$ cat src/rtl/irq_subscription_router_defines.svh
// Assertion macros used by the interrupt subscription router request sequencer.
`ifndef IRQ_SUBSCRIPTION_ROUTER_DEFINES_SVH
`define IRQ_SUBSCRIPTION_ROUTER_DEFINES_SVH

// Same-cycle implication, checked outside reset.
`define IRQSR_ASSERT_NOW(label, ante, cons) \
  label: assert property (@(posedge clk) disable iff (!rst_n) (ante) |-> (cons)) \
    else $error("irqsr same-cycle check failed");

// Next-cycle implication, checked outside reset.
`define IRQSR_ASSERT_NEXT(label, ante, cons) \
  label: assert property (@(posedge clk) disable iff (!rst_n) (ante) |=> (cons)) \
    else $error("irqsr next-cycle check failed");

`endif

$ cat src/rtl/irqsr_pkg.sv
// Types, codes and constants of the interrupt subscription router.
`default_nettype none
package irqsr_pkg;

  localparam int LINE_W        = 6;
  localparam int VID_W         = 32;
  localparam int IRQ_LINES_DEF = 32;

  localparam logic [1:0] REQ_SUBSCRIBE   = 2'd0;
  localparam logic [1:0] REQ_UNSUBSCRIBE = 2'd1;
  localparam logic [1:0] REQ_EVENT       = 2'd2;
  localparam logic [1:0] REQ_FAILURE     = 2'd3;

  localparam logic [1:0] ST_OK      = 2'd0;
  localparam logic [1:0] ST_INVALID = 2'd1;
  localparam logic [1:0] ST_BUSY    = 2'd2;
  localparam logic [1:0] ST_NOPERM  = 2'd3;

  typedef struct packed {
    logic [1:0]        req_type;
    logic [LINE_W-1:0] irq_line;
    logic [VID_W-1:0]  requester_vid;
  } irq_req_t;

  typedef struct packed {
    logic [1:0]       status;
    logic             forward;
    logic [VID_W-1:0] target_vid;
  } irq_rsp_t;

  // Owner table port: one read and one write per cycle.
  typedef struct packed {
    logic              re;
    logic [LINE_W-1:0] raddr;
    logic              we;
    logic [LINE_W-1:0] waddr;
    logic [VID_W-1:0]  wdata;
  } tbl_req_t;

  typedef enum logic {
    FSM_IDLE,
    FSM_LOOKUP
  } fsm_t;

endpackage
`default_nettype wire

$ cat src/rtl/irqsr_table.sv
// Owner table: synchronous memory with per-entry valid bits cleared at reset.
`default_nettype none
module irqsr_table #(
  parameter int IRQ_LINES = irqsr_pkg::IRQ_LINES_DEF
) (
  input  wire                          clk,
  input  wire                          rst_n,
  input  irqsr_pkg::tbl_req_t          tbl_req,
  output logic [irqsr_pkg::VID_W-1:0]  rd_owner
);

  localparam int AW = (IRQ_LINES > 1) ? $clog2(IRQ_LINES) : 1;

  logic [irqsr_pkg::VID_W-1:0] mem_r [IRQ_LINES];
  logic [IRQ_LINES-1:0]        vld_r;
  logic [irqsr_pkg::VID_W-1:0] rd_data_r;
  logic                        rd_vld_r;

  always_ff @(posedge clk) begin
    if (tbl_req.we) begin
      mem_r[tbl_req.waddr[AW-1:0]] <= tbl_req.wdata;
    end
    if (tbl_req.re) begin
      rd_data_r <= mem_r[tbl_req.raddr[AW-1:0]];
      rd_vld_r  <= vld_r[tbl_req.raddr[AW-1:0]];
    end
  end

  always_ff @(posedge clk) begin
    if (!rst_n) begin
      vld_r <= '0;
    end else if (tbl_req.we) begin
      vld_r[tbl_req.waddr[AW-1:0]] <= 1'b1;
    end
  end

  // Never-written entries read as free.
  assign rd_owner = rd_vld_r ? rd_data_r : '0;

endmodule
`default_nettype wire

$ cat src/rtl/irqsr_ctrl.sv
// Request sequencer: table lookup, ownership decision, write-back and result register.
`default_nettype none
`include "irq_subscription_router_defines.svh"
module irqsr_ctrl #(
  parameter int IRQ_LINES = irqsr_pkg::IRQ_LINES_DEF
) (
  input  wire                          clk,
  input  wire                          rst_n,
  input  wire                          in_valid,
  output logic                         in_stall,
  input  irqsr_pkg::irq_req_t          in_data,
  output logic                         out_valid,
  input  wire                          out_stall,
  output irqsr_pkg::irq_rsp_t          out_data,
  output irqsr_pkg::tbl_req_t          tbl_req,
  input  wire [irqsr_pkg::VID_W-1:0]   rd_owner
);

  irqsr_pkg::fsm_t     state_r, state_nxt;
  irqsr_pkg::irq_req_t req_r;
  irqsr_pkg::irq_rsp_t out_r, rsp;
  logic                out_valid_r, out_valid_nxt;
  logic                slot_free, load_out, in_range, wr_en;
  logic [irqsr_pkg::VID_W-1:0] wr_data;

  assign slot_free = !out_valid_r || !out_stall;
  assign in_range  = {1'b0, req_r.irq_line} < (irqsr_pkg::LINE_W + 1)'(IRQ_LINES);

  // Ownership decision on the owner read back from the table.
  always_comb begin
    rsp     = '0;
    wr_en   = 1'b0;
    wr_data = '0;
    if (!in_range) begin
      rsp.status = irqsr_pkg::ST_INVALID;
    end else begin
      case (req_r.req_type)
        irqsr_pkg::REQ_SUBSCRIBE: begin
          if (rd_owner == '0 || rd_owner == req_r.requester_vid) begin
            wr_en   = 1'b1;
            wr_data = req_r.requester_vid;
          end else begin
            rsp.status = irqsr_pkg::ST_BUSY;
          end
        end
        irqsr_pkg::REQ_UNSUBSCRIBE: begin
          if (rd_owner == req_r.requester_vid) begin
            wr_en = 1'b1;
          end else begin
            rsp.status = irqsr_pkg::ST_NOPERM;
          end
        end
        irqsr_pkg::REQ_EVENT: begin
          if (rd_owner != '0) begin
            rsp.forward    = 1'b1;
            rsp.target_vid = rd_owner;
          end
        end
        default: begin
          wr_en = 1'b1;
        end
      endcase
    end
  end

  always_comb begin
    state_nxt = state_r;
    case (state_r)
      irqsr_pkg::FSM_IDLE: begin
        if (in_valid) state_nxt = irqsr_pkg::FSM_LOOKUP;
      end
      irqsr_pkg::FSM_LOOKUP: begin
        if (slot_free) state_nxt = irqsr_pkg::FSM_IDLE;
      end
      default: state_nxt = irqsr_pkg::FSM_IDLE;
    endcase
  end

  always_comb begin
    in_stall      = 1'b1;
    load_out      = 1'b0;
    tbl_req       = '0;
    tbl_req.raddr = in_data.irq_line;
    tbl_req.waddr = req_r.irq_line;
    tbl_req.wdata = wr_data;
    case (state_r)
      irqsr_pkg::FSM_IDLE: begin
        in_stall   = 1'b0;
        tbl_req.re = in_valid;
      end
      irqsr_pkg::FSM_LOOKUP: begin
        load_out   = slot_free;
        tbl_req.we = slot_free && wr_en;
      end
      default: begin
        in_stall = 1'b1;
      end
    endcase
  end

  always_comb begin
    out_valid_nxt = out_valid_r;
    if (load_out) begin
      out_valid_nxt = 1'b1;
    end else if (!out_stall) begin
      out_valid_nxt = 1'b0;
    end
  end

  always_ff @(posedge clk) begin
    if (!rst_n) begin
      state_r     <= irqsr_pkg::FSM_IDLE;
      out_valid_r <= 1'b0;
    end else begin
      state_r     <= state_nxt;
      out_valid_r <= out_valid_nxt;
    end
  end

  always_ff @(posedge clk) begin
    if (tbl_req.re) req_r <= in_data;
    if (load_out)   out_r <= rsp;
  end

  assign out_valid = out_valid_r;
  assign out_data  = out_r;

  `IRQSR_ASSERT_NEXT(a_accept_to_lookup, in_valid && !in_stall, state_r == irqsr_pkg::FSM_LOOKUP)
  `IRQSR_ASSERT_NOW(a_write_in_lookup, tbl_req.we, state_r == irqsr_pkg::FSM_LOOKUP && load_out)
  `IRQSR_ASSERT_NOW(a_fwd_ok, out_valid && out_data.forward, out_data.status == irqsr_pkg::ST_OK)
  `IRQSR_ASSERT_NOW(a_nofwd_zero, out_valid && !out_data.forward, out_data.target_vid == '0)
  `IRQSR_ASSERT_NEXT(a_result_after_lookup, load_out, out_valid)

endmodule
`default_nettype wire

$ cat src/rtl/irq_subscription_router.sv
// Interrupt subscription router top level: owner table and request sequencer.
// Flow: an accepted request is registered together with its table read, then the decision
// and write-back follow; a new request is taken only after the previous write-back.
// A full result register stalls the sequencer, not the table; a new request enters
// while the previous result still waits only after its write-back.
// Reset: synchronous active-low; clears the per-line valid bits at once, no clearing pass.
`default_nettype none
module irq_subscription_router #(
  parameter int IRQ_LINES = irqsr_pkg::IRQ_LINES_DEF
) (
  input  wire                  clk,
  input  wire                  rst_n,
  input  wire                  in_valid,
  output logic                 in_stall,
  input  irqsr_pkg::irq_req_t  in_data,
  output logic                 out_valid,
  input  wire                  out_stall,
  output irqsr_pkg::irq_rsp_t  out_data
);

  irqsr_pkg::tbl_req_t         tbl_req;
  logic [irqsr_pkg::VID_W-1:0] rd_owner;

  irqsr_table #(
    .IRQ_LINES (IRQ_LINES)
  ) u_table (
    .clk      (clk),
    .rst_n    (rst_n),
    .tbl_req  (tbl_req),
    .rd_owner (rd_owner)
  );

  irqsr_ctrl #(
    .IRQ_LINES (IRQ_LINES)
  ) u_ctrl (
    .clk       (clk),
    .rst_n     (rst_n),
    .in_valid  (in_valid),
    .in_stall  (in_stall),
    .in_data   (in_data),
    .out_valid (out_valid),
    .out_stall (out_stall),
    .out_data  (out_data),
    .tbl_req   (tbl_req),
    .rd_owner  (rd_owner)
  );

endmodule
`default_nettype wire
$ cat config.mk
export PLATFORM = sky130hd
export DESIGN_NAME = irq_subscription_router
export DESIGN_NICKNAME = d
export VERILOG_FILES = /design/src/rtl/irqsr_pkg.sv /design/src/rtl/irqsr_table.sv /design/src/rtl/irqsr_ctrl.sv /design/src/rtl/irq_subscription_router.sv
export VERILOG_INCLUDE_DIRS = /design/src /design/src/rtl
export SDC_FILE = /design/constraint.sdc
export NUM_CORES = 1
export LEC_CHECK = 0
export ABC_AREA = 0
export BUFFER_PORTS_ARGS = -buffer_cell sky130_fd_sc_hd__buf_2
export CAP_MARGIN = 10
export CORE_ASPECT_RATIO = 1.2
export CORE_MARGIN = 4
export CORE_UTILIZATION = 30
export DETAILED_ROUTE_END_ITERATION = 12
export PLACE_DENSITY_LB_ADDON = 0.15
export SLEW_MARGIN = 20
export SYNTH_ARGS = -nofsm -noshare
export SYNTH_HDL_FRONTEND = slang
export SYNTH_SLANG_ARGS = --single-unit
$ cat constraint.sdc
create_clock -name clk -period 7.2 [get_ports clk]
set_clock_uncertainty 0.2 [all_clocks]
set_input_delay 0 -clock clk [delete_from_list [all_inputs] [get_ports clk]]
set_output_delay 0 -clock clk [all_outputs]
set_load 0.02 [all_outputs]
After elaboration in Yosys (flattened, before gate mapping):

Memories as Yosys holds them, arrays and structs flattened. A register that Yosys moved wholly into a read port is not among the register bits.
Cells that the tools add are included.
W data, S select, Z words.

* memories kept: 1
* logic and storage cells: 59
* flip-flop bits (word level): 110
* bits of input ports: 44
* output and inout bits: 37
* RAM bits: 1024

Memories
* u_table.mem_r: depth 32, width 32, read ports 1, clocked after Yosys merged registers in 1, wr ports 1, line irqsr_table.sv:14 `logic [irqsr_pkg::VID_W-1:0] mem_r [IRQ_LINES];`

* eq/ne operators: 4
* bitwise operators: 2
* muxes and demuxes: 27
* order comparisons: 4
* reductions and logical operators: 11

Operator list (number)
* $mux W32: 4
* $mux W33: 1
* $eq A32 B32 Y1: 1
* $logic_not A32 Y1: 1
* $or A32 B32 Y32: 1
* $reduce_bool A32 Y1: 1
* $mux W1: 15
* $lt A5 B6 Y1 const B: 2
* $lt A6 B6 Y1 const B: 1
* $bmux W1 S5: 1
* $demux W1 S5: 1
* $ge A5 B1 Y1 const B: 1
* $mux W2: 2
* $pmux W2 S2: 1
* $pmux W1 S3: 1
* $reduce_and A3 Y1: 1
* $eq A2 B1 Y1 const B: 1
* $eq A2 B2 Y1 const B: 1
* $logic_and A1 B1 Y1: 2
* $logic_not A1 Y1: 2
* $logic_not A2 Y1: 1
* $logic_or A1 B1 Y1: 2
* $ne A2 B1 Y1 const B: 1
* $pmux W1 S2: 1
* 2 further kinds: 2

Logic depth before layout (Yosys ltp):

Gate-level depths: netlist of run 1.

* word-level depth: 10
* depth in mapped cells: 10
* mapped depth without buffers: 6

Hierarchy:

A second synthesis of run 1 with hierarchy kept.

* cells, all modules: 2636
* area, all modules: 45846.5 um^2

By module, submodules not included
* irqsr_table: cells each 2402, seq. area each 32381.1 um^2, area an instance 42283.1 um^2, times used 1
* irqsr_ctrl: cells each 234, seq. area each 2292.2 um^2, area an instance 3563.4 um^2, times used 1

Worst setup path before layout of run 1:

No wires, ideal clock.

* path kind: reg-to-reg
* from: register u_ctrl.state_r
* to: memory u_table.mem_r[10][0] (netlist bit), enable pin
* path buffers: 2
* arrival time: 7.132 ns
* stages on the path, launching flop included: 6
* data required time: 6.498 ns
* setup slack: -0.633 ns
* path through: dfxtp_1 > a21boi_0 > nand2_1 > clkbuf_1 > clkbuf_1 > nor4_1

* longest elaborated chain between the ends: 3

Ends and longest elaborated chain
* start, declared: line irqsr_ctrl.sv:19 `irqsr_pkg::fsm_t state_r, state_nxt;`
* start signal, assigned: line irqsr_ctrl.sv:112 `state_r <= irqsr_pkg::FSM_IDLE;`
* start signal, assigned: line irqsr_ctrl.sv:115 `state_r <= state_nxt;`
* $mux W1: line irqsr_ctrl.sv:86 `case (state_r)`
* $mux W1: line irqsr_table.sv:20 `if (tbl_req.we) begin`
* $mux W1 (implied by the code): line irqsr_table.sv:21 `mem_r[tbl_req.waddr[AW-1:0]] <= tbl_req.wdata;`
* end, declared: line irqsr_table.sv:14

Every way passes these cells.

Worst setup path in the final report of run 1:

* from: register u_table.rd_data_r[16] (netlist bit), read port of u_table.mem_r
* to: memory u_table.mem_r[18][6] (netlist bit), enable pin

* longest elaborated chain between the ends: 10
* elaborated cells on any way between the ends: 12

Ends and longest elaborated chain
* start, declared: line irqsr_table.sv:16 `logic [irqsr_pkg::VID_W-1:0] rd_data_r;`
* $mux W32 (*): line irqsr_table.sv:38 `assign rd_owner = rd_vld_r ? rd_data_r : '0;`
* $eq A32 B32 Y1 or $logic_not A32 Y1 (tied branches): line irqsr_ctrl.sv:39, irqsr_ctrl.sv:47
* $logic_or A1 B1 Y1: line irqsr_ctrl.sv:39 `if (rd_owner == '0 || rd_owner == req_r.requester_vid) begin`
* $mux W1: line irqsr_ctrl.sv:39
* $pmux W1 S3 (*): line irqsr_ctrl.sv:37 `case (req_r.req_type)`
* $mux W1 (*): line irqsr_ctrl.sv:34 `if (!in_range) begin`
* $logic_and A1 B1 Y1 (*): line irqsr_ctrl.sv:93 `tbl_req.we = slot_free && wr_en;`
* $mux W1 (*): line irqsr_ctrl.sv:86
* $mux W1 (*): line irqsr_table.sv:20
* $mux W1 (implied by the code) (*): line irqsr_table.sv:21

Mark *: on every way between the ends. The rest lies on a longest branch, timed or not.

==> flow_metrics.tcl, run 1 <==
set metrics [dict create \
    outcome "completed" \
    hold_violations 0 \
    startpoint_type "flip-flop" \
    fmax_mhz 226 \
    total_power_uw 14300 \
    async_flop_share 0 \
    rsz0062_at_grt "false" \
    clkTransAtPathRegs_ns 0.06 \
    initialDrtViolationCount 2105 \
    cts_sinks 1166 \
    die_area_sq_mm 0.157 \
    worst_ep_required_time_ns 7.32 \
    grt_overflow 0 \
    synth_top_area_share 0.752 \
    viasPerCell 5.10 \
    synth_most_common_cell "edfxtp_1" \
    synth_xor_area_frac 0.00310 \
    grt_pass1_wl_um 181000 \
    drtAntennaViolNets 0 \
    cellPowerDensity_mw_per_mm2 267 \
    utilization 0.360 \
    synth_cell_type_count 36 \
    die_h_um 433 \
    fin_nets 2266 \
    slew_headroom 0.265 \
    finalNonFillerCells 4284 \
    worstMarginPinSlew_ns 1.10 \
    drc 0 \
    synth_top_family_by_area "multiplexers" \
    post_drt_wl_per_cell_um 30.1 \
    syn-num-nets 2014 \
    layout-drive-gt1-share 0.332 \
    synth_edf_count 1132 \
    vias 21800 \
    cts_buffers 118 \
    ys_top_cells_by_count "1132 x edfxtp_1, 330 x mux4_2, 61 x clkbuf_1" \
    cts_htree_levels 3 \
    yosysSeqAreaShare 0.767 \
    antenna_found_initial 5 \
    ios 81 \
    portBuffers 80 \
    cts_tree "built" \
    clock_latency_ns 0.72 \
    endpoint_kind "flip-flop" \
    grt_max_degree 134 \
    ys.flop_type "edfxtp_1" \
    power_leakage_uw 0.0152 \
    synth_area_sq_mm 0.0452 \
    synth-compound-area-share 0.0120 \
    grt_use_total 0.164 \
    postCtsResizedCells 0 \
    grt_pass1_vias 22900 \
    synth_area_leaders "edfxtp_1 75%, mux4_2 16%, dfxtp_1 1.5%, nor4bb_1 1.1%, mux2_2 0.82%" \
    fin_ws_ns 2.78 \
    worstSetupStartpoint "u_table.rd_data_r[16]" \
    cts_root_buffer "clkbuf_16" \
    initial_utilization 0.303 \
    gp_congestion 0.758 \
    finalSetupTns_ns 0 \
    hold_start "in_valid" \
    worstPathArrival_ns 4.54 \
    fin_crit_ns 4.42 \
    area_growth_pct 18.8 \
    critPathMaxFanout 65 \
    setup-violations-final 0 \
    hpwlAfterDp_um 69100 \
    criticalPathCategory "reg2reg" \
    cap_violations 0 \
    synthMuxAreaShare 0.173 \
    synth_warnings 0 \
    core_sq_mm 0.149 \
    min_path_type "in2reg" \
    final_max_slew_viol_count 0 \
    syn_inst 1970 \
    dp_slack_ns 2.64 \
    syn_avg_cell_area_sq_um 22.9 \
    finalCritPeriodShare 0.614 \
    irDropWorstVdd_v 0.000223 \
    rr_startpoint "u_table.rd_data_r[16]" \
    synth_fa_ha_area_frac 0 \
    ys_seq_elements 1166 \
    rows 155 \
    yosysTopAreaCell "edfxtp_1" \
    cts_buffer_depth 3 \
    firstDrtPassIters 5 \
    dp.cells 3979 \
    wl_um 129000 \
    synthSimpleGateAreaFrac 0.0317 \
    die_w_um 362 \
]
## cell usage in the layout, fill, tap and decap left out, types with 7 or more instances in the layout
master and instances:
nand2_1 43, xnor2_1 15, clkinv_2 16, dfxtp_1 34
and2_1 32, bufinv_16 12, edfxtp_1 1132, clkbuf_1 30
nor4_1 8, nor4_2 32, or3_1 7, clkbuf_16 122
o21ai_0 16, nor2_1 21, o31ai_1 32, buf_4 76
mux4_2 330, nor4bb_1 16, buf_6 11, a22oi_1 17
nor4bb_4 32, clkinv_1 21, dlygate4sd3_1 82, nand4_1 17
mux2_2 33, buf_2 76
## cells by family (layout without fill, tap and decap cells)
kind of cell              after synthesis  count (layout)
AOI/OAI and AO/OA                      78              78
xor gates and xnor gates               16              16
buffers and inverters                 121             470
DFF                                  1166            1166
muxes                                 363             363
other                                   0               3
and+or+nand+nor                       226             226
## critical path: stages (launching register included)
cell	delay, ns
edfxtp_1	0.46
nor4_1	0.60
nand4_1	0.19
o21ai_0	0.78
a221oi_4	0.12
buf_4	0.41
nor4_2	0.39
buf_4	0.73
## cell type report
cell class | count | area, sq um
clock inverter | 60 | 619
antenna | 3 | 7.51
inverter | 2 | 7.51
tap | 1962 | 2450
multi-input combinational | 683 | 10700
sequential | 1166 | 34700
fill | 13500 | 95500
clock buffer | 157 | 3230
timing repair buffer | 251 | 2000
## repair_timing
| item | 4_1_cts | 5_1_grt |
|---|---|---|
| endpoints found under the setup margin | 0 | 0 |
| hold buffers | 82 | 0 |
| hold endpoints to repair | 117 | 0 |
| buffers inserted | 0 | 0 |
## sequential cells by signal, indices dropped and copies added, names as in the netlist
signal,flops
u_table.rd_vld_r,1
u_ctrl.tbl_req,6
u_ctrl.req_r,34
u_ctrl.out_valid,1
u_ctrl.state_r,1
u_ctrl.out_data,35
u_table.vld_r,32
u_table.rd_data_r,32
u_table.mem_r,1024
## metrics by stage
| stage | cell area [sq um] | hold WS [ns] |
|---|---|---|
| floorplan | 45200 | -0.101 |
| global placement | 48800 | -0.0195 |
| detailed placement | 48900 | -0.0218 |
| CTS | 53600 | 0.0412 |
| global route | 53600 | 0.0806 |
| finish | 53700 | 0.0967 |
## per-layer routing
layer / track usage / routed length [um] / vias up
met3: 0.0186 / 5160 / 138
met2: 0.286 / 65900 / 557
met5: 0 / 0 / -
met1: 0.220 / 55500 / 12200
met4: 0.0395 / 2360 / 0
li1: - / - / 8984
## worst paths after layout
path | endpoint | slack [ns] | cells past startpoint
worst max-delay path | u_table.mem_r[18][6] | 2.78 | 7
worst min-delay path | u_ctrl.tbl_req[33] | 0.1 | 3
worst max register to register | u_table.mem_r[18][6] | 2.78 | 7
worst min register to register | u_table.vld_r[6] | 0.25 | 2
## report_power, final
part / switching [uW] / internal [uW] / leakage [uW]
sequential: 62.0 / 7450 / 0.00947
combinational: 384 / 287 / 0.00384
clock: 2570 / 3570 / 0.00187
Power figures use the tool's default switching activity.
==> run 2: changes to the inputs <==
==> constraint.sdc (replaced) <==
create_clock -name clk -period 4.4 [get_ports clk]
set_clock_uncertainty 0.2 [all_clocks]
set_input_delay 0 -clock clk [delete_from_list [all_inputs] [get_ports clk]]
set_output_delay 0 -clock clk [all_outputs]
set_load 0.02 [all_outputs]
==> run 2 against run 1 <==
  * Wire length rose by 3.5%
  * Largest power group unchanged
  * Critical path depth rose by 1
  * Non-clock buffer count rose by 31
  * Critical path type unchanged
  * Total power rose by 64%
  * Highest routed layer unchanged
  * Global-route usage rose by 0.62 points
  * Sequential share of layout area fell by 1.1 points
  * Clock power rose by 63%
  * First-iteration DRC count fell by 2.3%
  * Worst hold slack improved by 0.10 ns
  * Sequential cell count did not move
  * Register-to-register slack got worse by 2.0 ns
==> flow_metrics.tcl, run 2 (synthesis results as in run 1) <==
set metrics [dict create \
    clkTransAtPathRegs_ns 0.06 \
    initial_utilization 0.303 \
    die_h_um 433 \
    grt_pass1_wl_um 185000 \
    cts_root_buffer "clkbuf_16" \
    endpoint_kind "flip-flop" \
    drtAntennaViolNets 0 \
    cts_htree_levels 3 \
    layout-drive-gt1-share 0.341 \
    clock_latency_ns 0.74 \
    fillers 13400 \
    grt_pass1_vias 22900 \
    grt_max_degree 67 \
    utilization 0.366 \
    hold_violations 0 \
    gp_congestion 0.760 \
    die_area_sq_mm 0.157 \
    cellPowerDensity_mw_per_mm2 431 \
    finalCritPeriodShare 0.833 \
    worstMarginPinSlew_ns 1.09 \
    fin_crit_ns 3.67 \
    cts_sinks 1166 \
    worstPathArrival_ns 3.81 \
    fmax_mhz 273 \
    ios 81 \
    drc 0 \
    firstDrtPassIters 8 \
    final_common_cell "edfxtp_1" \
    largest_reg_flops 1024 \
    final_cell_mix "1132 x edfxtp_1, 330 x mux4_2, 120 x clkbuf_16" \
    cts_hold_buf 83 \
    cts_buffers 117 \
    critPathMaxFanout 20 \
    outcome "completed" \
    die_w_um 362 \
    portBuffers 80 \
    postCtsSetupRepairBufs 0 \
    finalSetupTns_ns 0 \
    post_drt_wl_per_cell_um 30.9 \
    initialDrtViolationCount 2057 \
    irDropWorstVdd_v 0.000289 \
    rsz0062_at_grt "false" \
    core_sq_mm 0.149 \
    hpwlAfterDp_um 75900 \
    viasPerCell 5.11 \
    cap_violations 0 \
    area_growth_pct 20.7 \
    wl_um 133000 \
    vias 22000 \
    grt_use_total 0.170 \
    min_path_type "in2reg" \
    power_leakage_uw 0.0156 \
    criticalPathCategory "reg2reg" \
    final_max_slew_viol_count 0 \
    worst_ep_required_time_ns 4.55 \
    setup-violations-final 0 \
    antenna_found_initial 6 \
    grt_overflow 0 \
    startpoint_type "flip-flop" \
    cts_buffer_depth 3 \
    cts_tree "built" \
    postCtsResizedCells 0 \
    slew_headroom 0.274 \
    fin_nets 2296 \
    rows 155 \
]
## run 2: cell count changes in the layout (fill, tap and decap cells not counted), moves of 4 or more
cell / before / now
buf_12: 2 / 40
clkbuf_8: 5 / 0
nor4_2: 32 / 0
clkinv_1: 21 / 29
buf_4: 76 / 80
buf_6: 11 / 1
clkbuf_1: 30 / 21
nor4_4: 0 / 32
clkinv_2: 16 / 21
## run 2: path summary, 6_finish.rpt
check	startpoint	endpoint	slack (ns)	depth (start not counted)
setup / recovery	u_ctrl.req_r[26]	u_table.mem_r[7][27]	0.73	8
hold / removal	rst_n	u_table.vld_r[26]	0.20	4
setup reg to reg	u_ctrl.req_r[26]	u_table.mem_r[7][27]	0.73	8
hold reg to reg	u_table.vld_r[10]	u_table.vld_r[10]	0.25	2
## run 2: power breakdown
part | leakage [uW] | internal, uW | switching, uW
sequential | 0.00947 | 12200 | 115
clock | 0.00185 | 5780 | 4230
combinational | 0.00423 | 498 | 672
total | 0.0156 | 18500 | 5020
## run 2: metrics by stage
stage | setup slack, ns | total power (uW) | hold WS (ns) | cells | instance area [sq um]
2_1_floorplan | -0.444 | 13100 | -0.101 | 1970 | 45400
3_3_place_gp | 0.801 | 13700 | -0.0205 | 4012 | 49900
3_5_place_dp | 0.766 | 13700 | -0.0193 | 4012 | 49900
4_1_cts | 0.727 | 23800 | 0.174 | 4311 | 54500
5_1_grt | 0.597 | 24300 | 0.248 | 4312 | 54500
6_report | 0.735 | 23500 | 0.198 | 4313 | 54500
## run 2: area by class of cell
cell class	instances	area, sq um	share of cell area
Antenna cell	2	5.00	0.0000918
Clock buffer	141	3080	0.0565
Clock inverter	75	731	0.0134
Inverter	2	7.51	0.000138
Multi-Input combinational cell	683	10900	0.201
Sequential cell	1166	34700	0.636
Tap cell	1962	2450	0.0450
Timing Repair Buffer	282	2650	0.0487
## run 2: worst max-delay path, stage by stage, from the launching register on
cell      delay [ns]
edfxtp_1        0.57
nor4bb_1        0.33
a22oi_1         0.10
a22oi_1         0.31
and4_1          0.40
a221oi_4        0.23
buf_12          0.26
nor4_4          0.32
buf_4           0.52
## run 2: routing by layer
metal	wire, um	global-route usage	share of wire	vias to the layer above
met2	65900	0.282	0.49	648
met3	7500	0.0331	0.056	157
met5	0	0	0	-
li1	-	-	-	9062
met1	57000	0.229	0.43	12200
met4	3000	0.0466	0.022	0
